### config.mk
export PLATFORM = sky130hd
export DESIGN_NAME = base64_stream_codec
export DESIGN_NICKNAME = d
export VERILOG_FILES = /design/src/b64_pkg.sv /design/src/base64_stream_codec.sv /design/src/b64_front.sv /design/src/b64_queue.sv /design/src/b64_back.sv
export SDC_FILE = /design/constraint.sdc
export NUM_CORES = 1
export LEC_CHECK = 0
export ABC_AREA = 1
export BUFFER_PORTS_ARGS = -buffer_cell sky130_fd_sc_hd__clkbuf_2
export CORE_UTILIZATION = 28
export DETAILED_ROUTE_END_ITERATION = 16
export MAX_ROUTING_LAYER = met4
export SYNTH_ARGS = -nofsm -noshare
export SYNTH_HDL_FRONTEND = slang
export SYNTH_SLANG_ARGS = --single-unit
### constraint.sdc
create_clock -name clk -period 5.76 [get_ports clk]
set_input_delay 0.576 -clock clk [delete_from_list [all_inputs] [get_ports clk]]
set_output_delay 0.576 -clock clk [all_outputs]
set_load 0.05 [all_outputs]
### src/b64_pkg.sv
// ----------------------------------------------------------------------------
// b64_pkg
// Shared types, constants and alphabet functions of the base64 stream codec.
// ----------------------------------------------------------------------------
package b64_pkg;

  // Register map (index of a 32-bit register, byte address 4*index)
  localparam logic REG_DIRECTION = 1'b0;
  localparam logic REG_CAPACITY  = 1'b1;

  localparam int unsigned ADDR_W = 3;

  localparam logic        DIR_ENCODE     = 1'b0;
  localparam logic [15:0] CAPACITY_RESET = 16'hffff;
  localparam logic [15:0] COUNT_MAX      = 16'hffff;

  localparam logic [7:0] PAD_CHAR = 8'h3d;  // '='
  localparam logic [7:0] NUL_CHAR = 8'h00;

  // Depth of the record queue between front and back
  localparam int unsigned QUEUE_DEPTH_DEF = 2;

  typedef struct packed {
    logic [7:0] in_byte;
    logic       in_last;
  } item_t;

  typedef struct packed {
    logic [7:0]  out_byte;
    logic        out_valid;
    logic        out_last;
    logic        out_status;
    logic [15:0] out_total;
  } result_t;

  // One classified item: up to four output bytes plus stream bookkeeping
  typedef struct packed {
    logic [3:0][7:0] bytes;
    logic [2:0]      num;     // data bytes carried, 0..4
    logic            last;    // item closes the stream
    logic            status;  // overflow status for every result of this item
    logic [15:0]     base;    // emitted count before this item
  } rec_t;

  // Sextet to alphabet character
  function automatic logic [7:0] b64_char(input logic [5:0] v);
    logic [7:0] c;
    if (v < 6'd26) begin
      c = 8'(8'h41 + {2'b00, v});
    end else if (v < 6'd52) begin
      c = 8'(8'h61 + {2'b00, v} - 8'd26);
    end else if (v < 6'd62) begin
      c = 8'(8'h30 + {2'b00, v} - 8'd52);
    end else if (v == 6'd62) begin
      c = 8'h2b;
    end else begin
      c = 8'h2f;
    end
    return c;
  endfunction

  // Alphabet character to {valid, sextet}
  function automatic logic [6:0] b64_sextet(input logic [7:0] c);
    logic [6:0] r;
    r = 7'd0;
    if (c inside {[8'h41:8'h5a]}) begin
      r = {1'b1, 6'(c - 8'h41)};
    end else if (c inside {[8'h61:8'h7a]}) begin
      r = {1'b1, 6'(c - 8'h61 + 8'd26)};
    end else if (c inside {[8'h30:8'h39]}) begin
      r = {1'b1, 6'(c - 8'h30 + 8'd52)};
    end else if (c == 8'h2b) begin
      r = {1'b1, 6'd62};
    end else if (c == 8'h2f) begin
      r = {1'b1, 6'd63};
    end
    return r;
  endfunction

endpackage

### src/base64_stream_codec.sv
// ----------------------------------------------------------------------------
// base64_stream_codec
// Streaming base64 encoder/decoder with a register port for mode and capacity.
// ----------------------------------------------------------------------------
// The first result of an item passes through the record queue and then the
// output register before it is on the result ports.
// Throughput: one item per cycle into the record queue while it is not full, one
// result per cycle out of the output register while the receiver pops; an encode
// item gives 1 to 4 results, so the result port sets the sustained rate.
// Reset (synchronous): stream state and queue cleared, direction encode,
// capacity 65535.
module base64_stream_codec import b64_pkg::*; #(
  parameter int unsigned QUEUE_DEPTH = QUEUE_DEPTH_DEF
) (
  input  logic              clk,
  input  logic              rst,
  input  logic              push,
  output logic              full,
  input  item_t             item,
  input  logic              pop,
  output logic              empty,
  output result_t           result,
  input  logic              psel,
  input  logic              penable,
  input  logic              pwrite,
  input  logic [ADDR_W-1:0] paddr,
  input  logic [31:0]       pwdata,
  output logic [31:0]       prdata,
  output logic              pready
);

  logic        direction;
  logic [15:0] out_capacity;
  logic        cfg_wr;
  logic        accept;
  logic        rec_push, rec_pop, rec_avail;
  rec_t        rec_in, rec_out;

  // Register port
  assign pready = 1'b1;
  assign cfg_wr = psel && penable && pwrite && pready;

  always_ff @(posedge clk) begin
    if (rst) begin
      direction    <= DIR_ENCODE;
      out_capacity <= CAPACITY_RESET;
    end else if (cfg_wr) begin
      if (paddr[2] == REG_DIRECTION) begin
        direction <= pwdata[0];
      end else begin
        out_capacity <= pwdata[15:0];
      end
    end
  end

  always_comb begin
    if (paddr[2] == REG_CAPACITY) begin
      prdata = {16'd0, out_capacity};
    end else begin
      prdata = {31'd0, direction};
    end
  end

  assign accept = push && !full;

  b64_front u_front (
    .clk          (clk),
    .rst          (rst),
    .direction    (direction),
    .out_capacity (out_capacity),
    .accept       (accept),
    .item         (item),
    .rec_push     (rec_push),
    .rec          (rec_in)
  );

  b64_queue #(
    .DEPTH (QUEUE_DEPTH)
  ) u_queue (
    .clk     (clk),
    .rst     (rst),
    .wr_en   (rec_push),
    .wr_data (rec_in),
    .full    (full),
    .rd_en   (rec_pop),
    .rd_data (rec_out),
    .avail   (rec_avail)
  );

  b64_back u_back (
    .clk       (clk),
    .rst       (rst),
    .rec_avail (rec_avail),
    .rec       (rec_out),
    .rec_pop   (rec_pop),
    .result    (result),
    .empty     (empty),
    .pop       (pop)
  );

endmodule

### src/b64_front.sv
// ----------------------------------------------------------------------------
// b64_front
// Accepts items, runs the encode/decode state, records data or closing items.
// ----------------------------------------------------------------------------
module b64_front import b64_pkg::*; (
  input  logic        clk,
  input  logic        rst,
  input  logic        direction,
  input  logic [15:0] out_capacity,
  input  logic        accept,
  input  item_t       item,
  output logic        rec_push,
  output rec_t        rec
);

  logic [13:0] bit_store, bit_store_next;
  logic [3:0]  bit_fill, bit_fill_next;
  logic [1:0]  group_phase, group_phase_next;
  logic [15:0] emitted_count, emitted_count_next;
  logic        pad_seen, pad_seen_next;
  logic        overflowed, overflowed_next;

  logic [3:0][7:0] chars;
  logic [2:0]      num;
  logic [6:0]      sext;
  logic [13:0]     st;
  logic [4:0]      fl;
  logic [4:0]      fl2;
  logic [16:0]     cnt_sum;
  logic [7:0]      b;
  logic            item_status;

  assign b    = item.in_byte;
  assign sext = b64_sextet(b);

  // Work out the item
  always_comb begin
    bit_store_next   = bit_store;
    bit_fill_next    = bit_fill;
    group_phase_next = group_phase;
    pad_seen_next    = pad_seen;
    overflowed_next  = overflowed;
    chars            = '0;
    num              = 3'd0;
    st               = {bit_store[7:0], sext[5:0]};
    fl               = {1'b0, bit_fill} + 5'd6;
    fl2              = fl - 5'd8;

    if (direction != DIR_ENCODE) begin
      // decode: gather sextets, emit a byte once eight bits are held
      if (!pad_seen && !overflowed) begin
        if (b == PAD_CHAR || b == NUL_CHAR) begin
          pad_seen_next = 1'b1;
        end else if (sext[6]) begin
          if (fl >= 5'd8) begin
            if (emitted_count >= out_capacity) begin
              overflowed_next = 1'b1;
              bit_store_next  = '0;
              bit_fill_next   = '0;
            end else begin
              chars[0]       = 8'(st >> fl2[3:0]);
              num            = 3'd1;
              bit_store_next = st & ((14'd1 << fl2[3:0]) - 14'd1);
              bit_fill_next  = fl2[3:0];
            end
          end else begin
            bit_store_next = st;
            bit_fill_next  = fl[3:0];
          end
        end
      end
    end else begin
      // encode: emit each character as soon as its six bits are known
      case (group_phase)
        2'd1: begin
          chars[0]         = b64_char({bit_store[1:0], b[7:4]});
          num              = 3'd1;
          bit_store_next   = {10'd0, b[3:0]};
          group_phase_next = 2'd2;
        end
        2'd2: begin
          chars[0]         = b64_char({bit_store[3:0], b[7:6]});
          chars[1]         = b64_char(b[5:0]);
          num              = 3'd2;
          bit_store_next   = '0;
          group_phase_next = 2'd0;
        end
        default: begin
          chars[0]         = b64_char(b[7:2]);
          num              = 3'd1;
          bit_store_next   = {12'd0, b[1:0]};
          group_phase_next = 2'd1;
        end
      endcase
      // finish a partial group with padding
      if (item.in_last) begin
        if (group_phase_next == 2'd1) begin
          chars[1] = b64_char({b[1:0], 4'd0});
          chars[2] = PAD_CHAR;
          chars[3] = PAD_CHAR;
          num      = 3'd4;
        end else if (group_phase_next == 2'd2) begin
          chars[1] = b64_char({b[3:0], 2'd0});
          chars[2] = PAD_CHAR;
          num      = 3'd3;
        end
      end
    end

    cnt_sum            = {1'b0, emitted_count} + {14'd0, num};
    emitted_count_next = cnt_sum[16] ? COUNT_MAX : cnt_sum[15:0];

    // status as it stands once the item is done, before the stream closes
    item_status = overflowed_next;

    // close the stream
    if (item.in_last) begin
      bit_store_next     = '0;
      bit_fill_next      = '0;
      group_phase_next   = '0;
      emitted_count_next = '0;
      pad_seen_next      = 1'b0;
      overflowed_next    = 1'b0;
    end
  end

  // Build the record
  always_comb begin
    rec.bytes  = chars;
    rec.num    = num;
    rec.last   = item.in_last;
    rec.status = item_status;
    rec.base   = emitted_count;
    rec_push   = accept && (num != 3'd0 || item.in_last);
  end

  // Hold stream state
  always_ff @(posedge clk) begin
    if (rst) begin
      bit_store     <= '0;
      bit_fill      <= '0;
      group_phase   <= '0;
      emitted_count <= '0;
      pad_seen      <= 1'b0;
      overflowed    <= 1'b0;
    end else if (accept) begin
      bit_store     <= bit_store_next;
      bit_fill      <= bit_fill_next;
      group_phase   <= group_phase_next;
      emitted_count <= emitted_count_next;
      pad_seen      <= pad_seen_next;
      overflowed    <= overflowed_next;
    end
  end

endmodule

### src/b64_queue.sv
// ----------------------------------------------------------------------------
// b64_queue
// Short record queue between the front and the back.
// ----------------------------------------------------------------------------
module b64_queue import b64_pkg::*; #(
  parameter int unsigned DEPTH = QUEUE_DEPTH_DEF
) (
  input  logic clk,
  input  logic rst,
  input  logic wr_en,
  input  rec_t wr_data,
  output logic full,
  input  logic rd_en,
  output rec_t rd_data,
  output logic avail
);

  localparam int unsigned PTR_W = (DEPTH > 1) ? $clog2(DEPTH) : 1;
  localparam int unsigned CNT_W = $clog2(DEPTH + 1);
  localparam logic [PTR_W-1:0] PTR_LAST = PTR_W'(DEPTH - 1);
  localparam logic [CNT_W-1:0] CNT_FULL = CNT_W'(DEPTH);

  rec_t            mem [DEPTH];
  logic [PTR_W-1:0] wr_ptr, rd_ptr;
  logic [CNT_W-1:0] count;
  logic             do_wr, do_rd;

  assign full    = (count == CNT_FULL);
  assign avail   = (count != '0);
  assign rd_data = mem[rd_ptr];
  assign do_wr   = wr_en && !full;
  assign do_rd   = rd_en && avail;

  // Store entries
  always_ff @(posedge clk) begin
    if (do_wr) begin
      mem[wr_ptr] <= wr_data;
    end
  end

  // Advance pointers and count
  always_ff @(posedge clk) begin
    if (rst) begin
      wr_ptr <= '0;
      rd_ptr <= '0;
      count  <= '0;
    end else begin
      if (do_wr) begin
        wr_ptr <= (wr_ptr == PTR_LAST) ? '0 : wr_ptr + 1'b1;
      end
      if (do_rd) begin
        rd_ptr <= (rd_ptr == PTR_LAST) ? '0 : rd_ptr + 1'b1;
      end
      if (do_wr && !do_rd) begin
        count <= count + 1'b1;
      end else if (do_rd && !do_wr) begin
        count <= count - 1'b1;
      end
    end
  end

endmodule

### src/b64_back.sv
// ----------------------------------------------------------------------------
// b64_back
// Unpacks each record into results, one per cycle while the receiver pops, into the output register.
// ----------------------------------------------------------------------------
module b64_back import b64_pkg::*; (
  input  logic    clk,
  input  logic    rst,
  input  logic    rec_avail,
  input  rec_t    rec,
  output logic    rec_pop,
  output result_t result,
  output logic    empty,
  input  logic    pop
);

  logic [1:0]  idx;
  logic [1:0]  idx_last;
  logic        res_valid;
  result_t     res_q, res_next;
  logic        load;
  logic [16:0] tot_sum;

  assign load     = rec_avail && (!res_valid || pop);
  assign idx_last = (rec.num == 3'd0) ? 2'd0 : 2'(rec.num - 3'd1);
  assign rec_pop  = load && (idx == idx_last);
  assign tot_sum  = {1'b0, rec.base} + {15'd0, idx} + 17'd1;

  // Form the next result
  always_comb begin
    res_next.out_byte   = (rec.num == 3'd0) ? 8'd0 : rec.bytes[idx];
    res_next.out_valid  = (rec.num != 3'd0);
    res_next.out_last   = rec.last && (idx == idx_last);
    res_next.out_status = rec.status;
    if (rec.num == 3'd0) begin
      res_next.out_total = rec.base;
    end else begin
      res_next.out_total = tot_sum[16] ? COUNT_MAX : tot_sum[15:0];
    end
  end

  // Hold the output register and walk the record
  always_ff @(posedge clk) begin
    if (rst) begin
      res_valid <= 1'b0;
      idx       <= '0;
    end else begin
      if (load) begin
        res_valid <= 1'b1;
        idx       <= rec_pop ? 2'd0 : idx + 2'd1;
      end else if (pop) begin
        res_valid <= 1'b0;
      end
    end
  end

  always_ff @(posedge clk) begin
    if (load) begin
      res_q <= res_next;
    end
  end

  assign result = res_q;
  assign empty  = !res_valid;

endmodule

* Yosys cells after proc, flatten, opt, wreduce, memory -nomap -nowiden
Memory sizes are Yosys's and may differ from the RTL's. A register that Yosys moved wholly into a read port is not among the register bits.
Index checks and enable logic that the tools add are counted.
** Storage, ports and cells
- Register bits :: 83
- Memory bits (writable) :: 106
- Input port bits :: 51
- Output and inout bits :: 62
- Logic and storage cells :: 255
- Memories kept :: 1
** Operators by class
- Add/subtract/negate cells :: 47
- Magnitude comparators :: 27
- Eq/ne operators :: 18
- Shift operators :: 2
- Multiplexer cells :: 99
- Bitwise operators :: 2
- Reductions and logical operators :: 41
** Memory list
- u_queue.mem :: words 2, width 53, rd ports 1, clocked after memory_dff 1, wr ports 1, RTL line b64_queue.sv:23 : rec_t mem [DEPTH];
** Operator list (number)
- two-way mux 8 bit :: 33
- adder 7 x 6 -> 8 bit (first input constant) :: 12
- two-way mux 16 bit :: 6
- < comparator 6 bit (second input constant) :: 12
- two-way mux 24 bit :: 2
- subtractor 8 x 5 -> 8 bit (second input constant) :: 6
- subtractor 8 x 6 -> 8 bit (second input constant) :: 6
- adder 6 x 6 -> 7 bit (first input constant) :: 6
- < comparator 6 x 5 -> 1 bit (second input constant) :: 6
- two-way mux 7 bit :: 5
- two-way mux 3 bit :: 11
- two-way mux 4 bit :: 7
- == test 6 bit (second input constant) :: 4
- == test 8 x 6 -> 1 bit (second input constant) :: 3
- two-way mux 1 bit :: 20
- two-way mux 2 bit :: 9
- adder 16 x 2 -> 17 bit :: 1
- adder 16 x 3 -> 17 bit :: 1
- adder 17 x 1 -> 17 bit (second input constant) :: 1
- binary-select mux 8 bit (select 2 bit) :: 1
- greater-or-equal comparator 16 bit :: 1
- greater-or-equal comparator 8 x 7 -> 1 bit (second input constant) :: 2
- <= comparator 8 x 7 -> 1 bit (second input constant) :: 2
- case mux 8 bit (2 select lines) :: 1
- other kinds (38) :: 78

* Depth between registers and ports, before layout
Gate-level depths: netlist (run 1).
- Word-level depth :: 18
- Mapped depth :: 28

* Modules after synthesis
Synthesis (run 1) repeated with hierarchy kept, for this count alone.
** Second synthesis, totals
- Cell total of the unflattened synthesis :: 1517
- Area, all modules :: 12615.8 um2
** Modules (own cells, without submodules)
- b64_front :: instances 1, cells an instance 945, area an instance 5522.8 um2
- b64_queue :: instances 1, cells an instance 202, area an instance 4322.9 um2
- b64_back :: instances 1, cells an instance 233, area an instance 1848.0 um2
- base64_stream_codec :: instances 1, cells an instance 137, area an instance 922.1 um2

* Worst setup path before layout (run 1)
OpenSTA, ideal clock, no wires.
- Path kind :: input -> register
- Start point :: input port item[7] in the netlist's numbering
- End point :: memory u_queue.mem[0][0] in the netlist's numbering (enable)
- Data arrival time :: 3.868 ns
- Slack :: 1.459 ns
- Stages :: 16
- Path buffers :: 2
- Cell sequence :: buf_6 -> inv_2 -> clkbuf_1 -> ha_1 -> nand3_1 -> nor2_1 -> nand2_2 -> nand2_4 -> nand2_4 -> nand2_4 -> nor2_4 -> nor2_4 -> nand3_1 -> nand3_1 -> nand2_1 -> nor2_1
** On the way
- Word-level cells in the longest chain between the ends :: 16
** RTL lines
- from (decl) :: RTL line base64_stream_codec.sv:19 : input item_t item,
- branches (longest 7 deep; another with greater-or-equal comparator 8 x 6 -> 1 bit)
- two-way mux 3 bit (*) :: RTL line b64_front.sv:52 : if (b == PAD_CHAR || b == NUL_CHAR) begin
- two-way mux 3 bit (*) :: RTL line b64_front.sv:51 : if (!pad_seen && !overflowed) begin
- two-way mux 3 bit (*) :: RTL line b64_front.sv:49 : if (direction != DIR_ENCODE) begin
- nonzero test 3 bit (*) :: RTL line b64_front.sv:134 : rec_push = accept && (num != 3'd0 || item.in_last);
- logical OR 1 bit (*) :: RTL line b64_front.sv:134
- logical AND 1 bit (*) :: RTL line b64_front.sv:134
- logical AND 1 bit (*) :: RTL line b64_queue.sv:31 : assign do_wr = wr_en && !full;
- two-way mux 1 bit (*) :: RTL line b64_queue.sv:36 : if (do_wr) begin
- two-way mux 1 bit (implied by the code) (*) :: RTL line b64_queue.sv:37 : mem[wr_ptr] <= wr_data;
- to (decl) :: RTL line b64_queue.sv:23
Mark *: on every way between the ends.

==> flow_metrics.tcl, run 1 <==
set metrics [dict create \
    status "finished clean" \
    grt_max_degree 45 \
    setup.worst_path.start "item[3]" \
    rows 71 \
    drv_slew 0 \
    maxCapViolCount 0 \
    cp.arrival_ns 4.78 \
    finalCritPeriodShare_pct 76.97 \
    ys_ff_latch 159 \
    setup_tns_ns 0 \
    layout.cells.non_filler 2025 \
    cts_tree "built" \
    final_area_um2 12300 \
    antenna_found_initial 0 \
    io_pins 113 \
    crit_path_end "u_front.emitted_count[6]" \
    period_needed_ns 4.433 \
    cts_buffer_depth 2 \
    synth_compound_area_share_pct 15.47 \
    setup.worst_path.start_class "primary input" \
    dp_hpwl_um 22340 \
    final_util_pct 32.43 \
    place_inst 1993 \
    place.gp.congestion 0.9711 \
    yosysTopAreaCellShare_pct 28.44 \
    clock_skew_ns 0.02016 \
    whs_ns 0.3709 \
    p_leak_nw 5.456 \
    ys_seq_area_share_pct 38.75 \
    track_usage_pct 15.79 \
    worst_pin_slew_ns 1.123 \
    io_buffers 77 \
    r2r_cells 19 \
    drtIter0Drc 852 \
    cts_setup_buffers 0 \
    cp_max_fo 13 \
    async_reset_ff_share_pct 0 \
    hold_viol_final 0 \
    worst_slack_ns 1.327 \
    max-slew-margin-rel_pct 24.37 \
    synth.distinct_cells 56 \
    ctsHoldBuffers 0 \
    vdd_drop_max_uv 229.1 \
    via_per_inst 4.755 \
    ant_nets 0 \
    yosysWarningCount 0 \
    place_ws_ns 0.9052 \
    synth_top_area_cell "edfxtp_1" \
    synth_fa_ha_area_share_pct 7.156 \
    synth_xor_area_share_pct 2.658 \
    die_h_um 199.1 \
    h-tree-depth 4 \
    num-fill-cells 4041 \
    yosysMostFrequentCell "nand2_1" \
    cp.required_ns 6.11 \
    multi_input_area_um2 5720 \
    cts_sinks 159 \
    rsz0062_at_grt "false" \
    r2r_start "u_front.emitted_count[13]" \
    fin_nets 1613 \
    synth_flop_cell "edfxtp_1" \
    synthMuxAreaShare_pct 0.6558 \
    syn2layout_area_growth_pct 13.13 \
    syn_avg_cell_area_um2 7.531 \
    synth_top_family_by_area "simple AND/OR/NAND/NOR gates" \
    overflow 0 \
    crit_type "in -> reg" \
    placed_area_um2 11700 \
    holdCritPathClass "in -> reg" \
    ys_top_cells_by_count "334 x nand2_1, 162 x inv_1, 130 x o21ai_0" \
    first_pass_iters 6 \
    reg2reg_slack_ns 1.47 \
    die_area_um2 39630 \
    routedWlPerCell_um 14.78 \
    grt_pass1_vias 9000 \
    path_clk_slew_ns 0.07 \
    synth-simple-area-share_pct 25.84 \
    setup_viol 0 \
    reg2reg_to "u_front.emitted_count[6]" \
    antennaDiodeCount 0 \
    fmax_mhz 225.6 \
    routed_wl_um 29920 \
    drive_gt1_share_pct 11.49 \
    seq_area_um2 4214 \
    synth.area.top_cells "edfxtp_1 28%, nand2_1 12%, dfxtp_1 10%, ha_1 6.8%, o21ai_0 6.0%" \
    grt_pass1_wl_um 47970 \
    die_w_um 199.1 \
    clkLatencyLatePin_ns 0.43 \
    p_per_area_nw_per_um2 356.7 \
    route.detailed.drc 0 \
    cts-resized-gates 0 \
    via_count 9628 \
    synthesis.area_um2 10880 \
    clockRootBuffer "clkbuf_16" \
    synth_edf_count 103 \
    fin_total_pwr_mw 4.388 \
    core_um2 37930 \
    critPathCaptureType "register" \
    start_util_pct 28.67 \
    cts_buffers 17 \
    synthCells 1444 \
]
## area by class of cell
cell class                 instances  share of cell area [%]
tap                              511                   5.197
clock inverter                    13                   1.251
inverter                         175                   5.380
clock buffer                      19                   3.681
multi-input combinational       1061                   46.50
sequential                       159                   34.25
timing repair buffer              87                   3.743
## power by group
group	internal, mW	switching (mW)
logic	0.405	1.21
clock network	0.673	0.514
registers	1.51	0.0804
## metal layers
metal | up-vias | part of all wire [%] | global-route usage, %
li1 | 4934 | - | -
met1 | 4431 | 49 | 21.70
met2 | 237 | 45 | 24.84
met3 | 26 | 4.1 | 1.789
met4 | 0 | 1.2 | 3.447
met5 | - | 0 | -
## registers in the layout, indices dropped and copies added, names as in the netlist, named ones only
register / cells
u_front.bit_store: 8
u_front.bit_fill: 3
u_front.overflowed: 1
u_front.emitted_count: 16
u_queue.rd_ptr: 1
u_queue.wr_ptr: 1
u_front.group_phase: 2
u_back.res_valid: 1
direction: 1
u_front.pad_seen: 1
u_back.result: 27
out_capacity: 16
u_queue.mem: 76
u_queue.count: 2
u_back.idx: 2
## critical path, stage by stage
cell	delay, ns
clkbuf_2	0.31
inv_2	0.21
ha_1	0.33
nand2_1	0.09
nand2_1	0.09
nand2_1	0.07
nand2_1	0.05
nand2_2	0.13
nand2_4	0.10
nand2_4	0.10
nor2_4	0.05
nor2_4	0.15
nand3_1	0.14
a21oi_1	0.26
ha_1	0.21
inv_1	0.05
fa_1	0.37
or2_1	0.25
nand2_1	0.09
nand3_1	0.14
nor4_2	0.63
o21ai_0	0.21
a21oi_1	0.16
## worst min-delay path by stage
| stage | start | to | cells past startpoint |
|---|---|---|---|
| global route | pwdata[2] | out_capacity[2] | 3 |
| finish | pwdata[1] | out_capacity[1] | 3 |
| detailed placement | u_front.bit_store[4] | u_front.bit_store[4] | 2 |
| floorplan | u_front.bit_store[4] | u_front.bit_store[4] | 2 |
| global placement | u_front.bit_store[4] | u_front.bit_store[4] | 2 |
| CTS | pwdata[1] | out_capacity[1] | 3 |
## logic make-up (layout without fill, tap and decap cells)
kind of cell,after synthesis,count (layout)
muxes,7,7
AOI/OAI and AO/OA,303,303
other,2,18
xor gates and xnor gates,33,33
adders and majority gates,61,61
and+or+nand+nor,639,639
DFF,159,159
buffers and inverters,240,294
## layout by cell type, fill, tap and decap left out, types with 18 or more instances in the layout
cell      netlist  routed
o21ai_0       130     129
edfxtp_1      103     103
xor2_1         28      28
nor3_1         19      19
a21oi_1       112     111
nor2_1        112     110
conb_1          2      18
ha_1           59      59
inv_1         162     162
clkbuf_2        0      77
nand2_1       334     334
dfxtp_1        56      56
nand3_1       111     111
Note: power is estimated with default switching activity, not from simulation.
==> run 2: changes to the inputs <==
==> constraint.sdc (replaced) <==
create_clock -name clk -period 3.8 [get_ports clk]
set_input_delay 0.38 -clock clk [delete_from_list [all_inputs] [get_ports clk]]
set_output_delay 0.38 -clock clk [all_outputs]
set_load 0.05 [all_outputs]
==> run 2 against run 1 <==
Cell count up 4.3%; global-route usage grew 0.13 points; design area increased by 6.6%; sequential share of layout area down 2.0 points.
==> flow_metrics.tcl, run 2 (synthesis results as in run 1) <==
set metrics [dict create \
    hold_depth 3 \
    drv_slew 0 \
    dp_hpwl_um 23340 \
    antenna_found_initial 0 \
    hold_viol_final 0 \
    crit_type "reg -> reg" \
    status "finished clean" \
    grt_pass1_vias 9296 \
    io_pins 113 \
    clockRootBuffer "clkbuf_16" \
    overflow 0 \
    core_um2 37930 \
    cp.required_ns 4.15 \
    reg2reg_to "u_front.emitted_count[7]" \
    clock_skew_ns 0.01622 \
    routed_wl_um 30920 \
    cts_sinks 159 \
    period_needed_ns 3.470 \
    holdCritPathClass "in -> reg" \
    setup_viol 0 \
    critPathCaptureType "register" \
    r2r_start "out_capacity[14]" \
    cts_tree "built" \
    route.detailed.drc 0 \
    first_pass_iters 5 \
    via_per_inst 4.793 \
    io_buffers 77 \
    finalCritPeriodShare_pct 91.31 \
    cp.arrival_ns 3.82 \
    h-tree-depth 4 \
    crit_top_cell "nand3_2" \
    grt_pass1_wl_um 48640 \
    clkLatencyLatePin_ns 0.43 \
    slowest_delay_ns 0.35 \
    setup_tns_ns 0 \
    r2r_cells 21 \
    num-fill-cells 3952 \
    vdd_drop_max_uv 331.7 \
    start_util_pct 28.67 \
    path_cells "inv_1, ha_1, nand2_2, o21bai_1, nand2_1, a21oi_2, nand3_2, nor2_4, nand3_2, a21oi_2, ha_2, inv_2, fa_2, or2_1, nand2_2, nand3_2, buf_4, nor4_2, buf_4, o21ai_0, a21oi_1" \
    track_usage_pct 15.91 \
    die_h_um 199.1 \
    ant_nets 0 \
    largest_register "u_queue.mem" \
    p_per_area_nw_per_um2 508.4 \
    maxCapViolCount 0 \
    max-slew-margin-rel_pct 38.88 \
    routedWlPerCell_um 14.63 \
    fmax_mhz 288.2 \
    place_ws_ns -0.01390 \
    place.gp.congestion 0.9298 \
    grt_max_degree 44 \
    drive_gt1_share_pct 18.41 \
    setup.worst_path.start_class "register" \
    hp-start "pwdata[14]" \
    die_area_um2 39630 \
    fin_nets 1701 \
    largest_reg_flops 76 \
    antennaDiodeCount 0 \
    p_leak_nw 5.876 \
    worstHoldEndpoint "out_capacity[14]" \
    cp_slowest_cell "fa_2" \
    rows 71 \
    syn2layout_area_growth_pct 20.62 \
    final_cell_mix "330 x nand2_1, 157 x inv_1, 128 x o21ai_0, 109 x a21oi_1" \
    worst_pin_slew_ns 0.9134 \
    cp_max_fo 10 \
    cts_buffers 17 \
    die_w_um 199.1 \
    cts_buffer_depth 2 \
    worst_slack_ns 0.3302 \
    path_clk_slew_ns 0.08 \
    drtIter0Drc 631 \
    reg2reg_slack_ns 0.33 \
    via_count 10130 \
    layout.cells.most_common "nand2_1" \
]
-- run 2: changes by cell type in the layout (fill, tap and decap cells not counted), moves of 4 or more --
| cell | previous run | this run |
|---|---|---|
| ha_1 | 59 | 52 |
| inv_1 | 162 | 157 |
| dfxtp_2 | 0 | 9 |
| ha_4 | 0 | 6 |
| nand2_1 | 334 | 330 |
| buf_4 | 10 | 97 |
| nand2_2 | 5 | 9 |
| clkinv_8 | 0 | 5 |
| inv_2 | 7 | 12 |
| dfxtp_1 | 56 | 47 |
| clkinv_4 | 5 | 1 |
-- run 2: report_power, final --
group	internal (mW)	leakage, nW	switching (mW)
Clock	0.897	0.296	0.816
Sequential	2.28	1.44	0.110
Combinational	0.700	4.14	1.86
-- run 2: final cells by class --
| cell class | instances | area, µm² | share of cell area, % |
|---|---|---|---|
| repair buffers | 175 | 1134 | 8.642 |
| inverters | 175 | 661.9 | 5.046 |
| flip-flops and latches | 159 | 4225 | 32.21 |
| multi-input cells | 1061 | 5848 | 44.58 |
| clock buffers | 17 | 425.4 | 3.243 |
| well taps | 511 | 639.4 | 4.874 |
| clock inverters | 15 | 183.9 | 1.402 |
-- run 2: critical path, delay by kind of cell (launching register included) --
kind | cells | cell delay, ns
compound gates | 5 | 0.71
fa+ha+maj | 3 | 0.83
buf+inv | 4 | 0.46
flops | 1 | 0.33
simple gates | 9 | 1.05
-- run 2: worst max-delay path by stage --
stage                     slack, ns                start  depth (start not counted)                         to
final                          0.33     out_capacity[14]                         21   u_front.emitted_count[7]
after global routing         -0.004      out_capacity[2]                         27  u_front.emitted_count[12]
after CTS                     0.006     out_capacity[15]                         23  u_front.emitted_count[15]
after detailed placement      -0.01              item[8]                         26  u_front.emitted_count[13]
after global placement         0.01              item[8]                         26  u_front.emitted_count[15]
after floorplan                0.07  u_front.bit_fill[1]                         24  u_front.emitted_count[15]
-- run 2: stage by stage --
step / power (mW) / util [%] / cells / hold WS (ns) / instance area [µm²]
final: 6.669 / 34.58 / 2113 / 0.1726 / 13120
after global routing: 7.067 / 34.58 / 2113 / 0.1664 / 13120
after CTS: 6.715 / 34.13 / 2109 / 0.1521 / 12950
after detailed placement: 4.990 / 32.52 / 2077 / 0.4683 / 12340
after global placement: 4.951 / 32.52 / 2077 / 0.4568 / 12340
after floorplan: 4.314 / - / 1460 / 0.4453 / 10940
-- run 2: routing by layer --
| metal | GRT usage, % | wire length, µm | vias to the layer above |
|---|---|---|---|
| li1 | - | - | 5092 |
| met4 | 4.274 | 480 | 0 |
| met1 | 21.58 | 14810 | 4723 |
| met5 | - | 0 | - |
| met3 | 1.722 | 1471 | 37 |
| met2 | 25.09 | 14160 | 276 |
-- run 2: repair_timing --
action                     in CTS  in global routing
hold endpoints to repair        0                  0
setup endpoints to repair       0                 16
hold buffers                    0                  0
gates resized for setup         0                 37
setup buffers                   0                  4
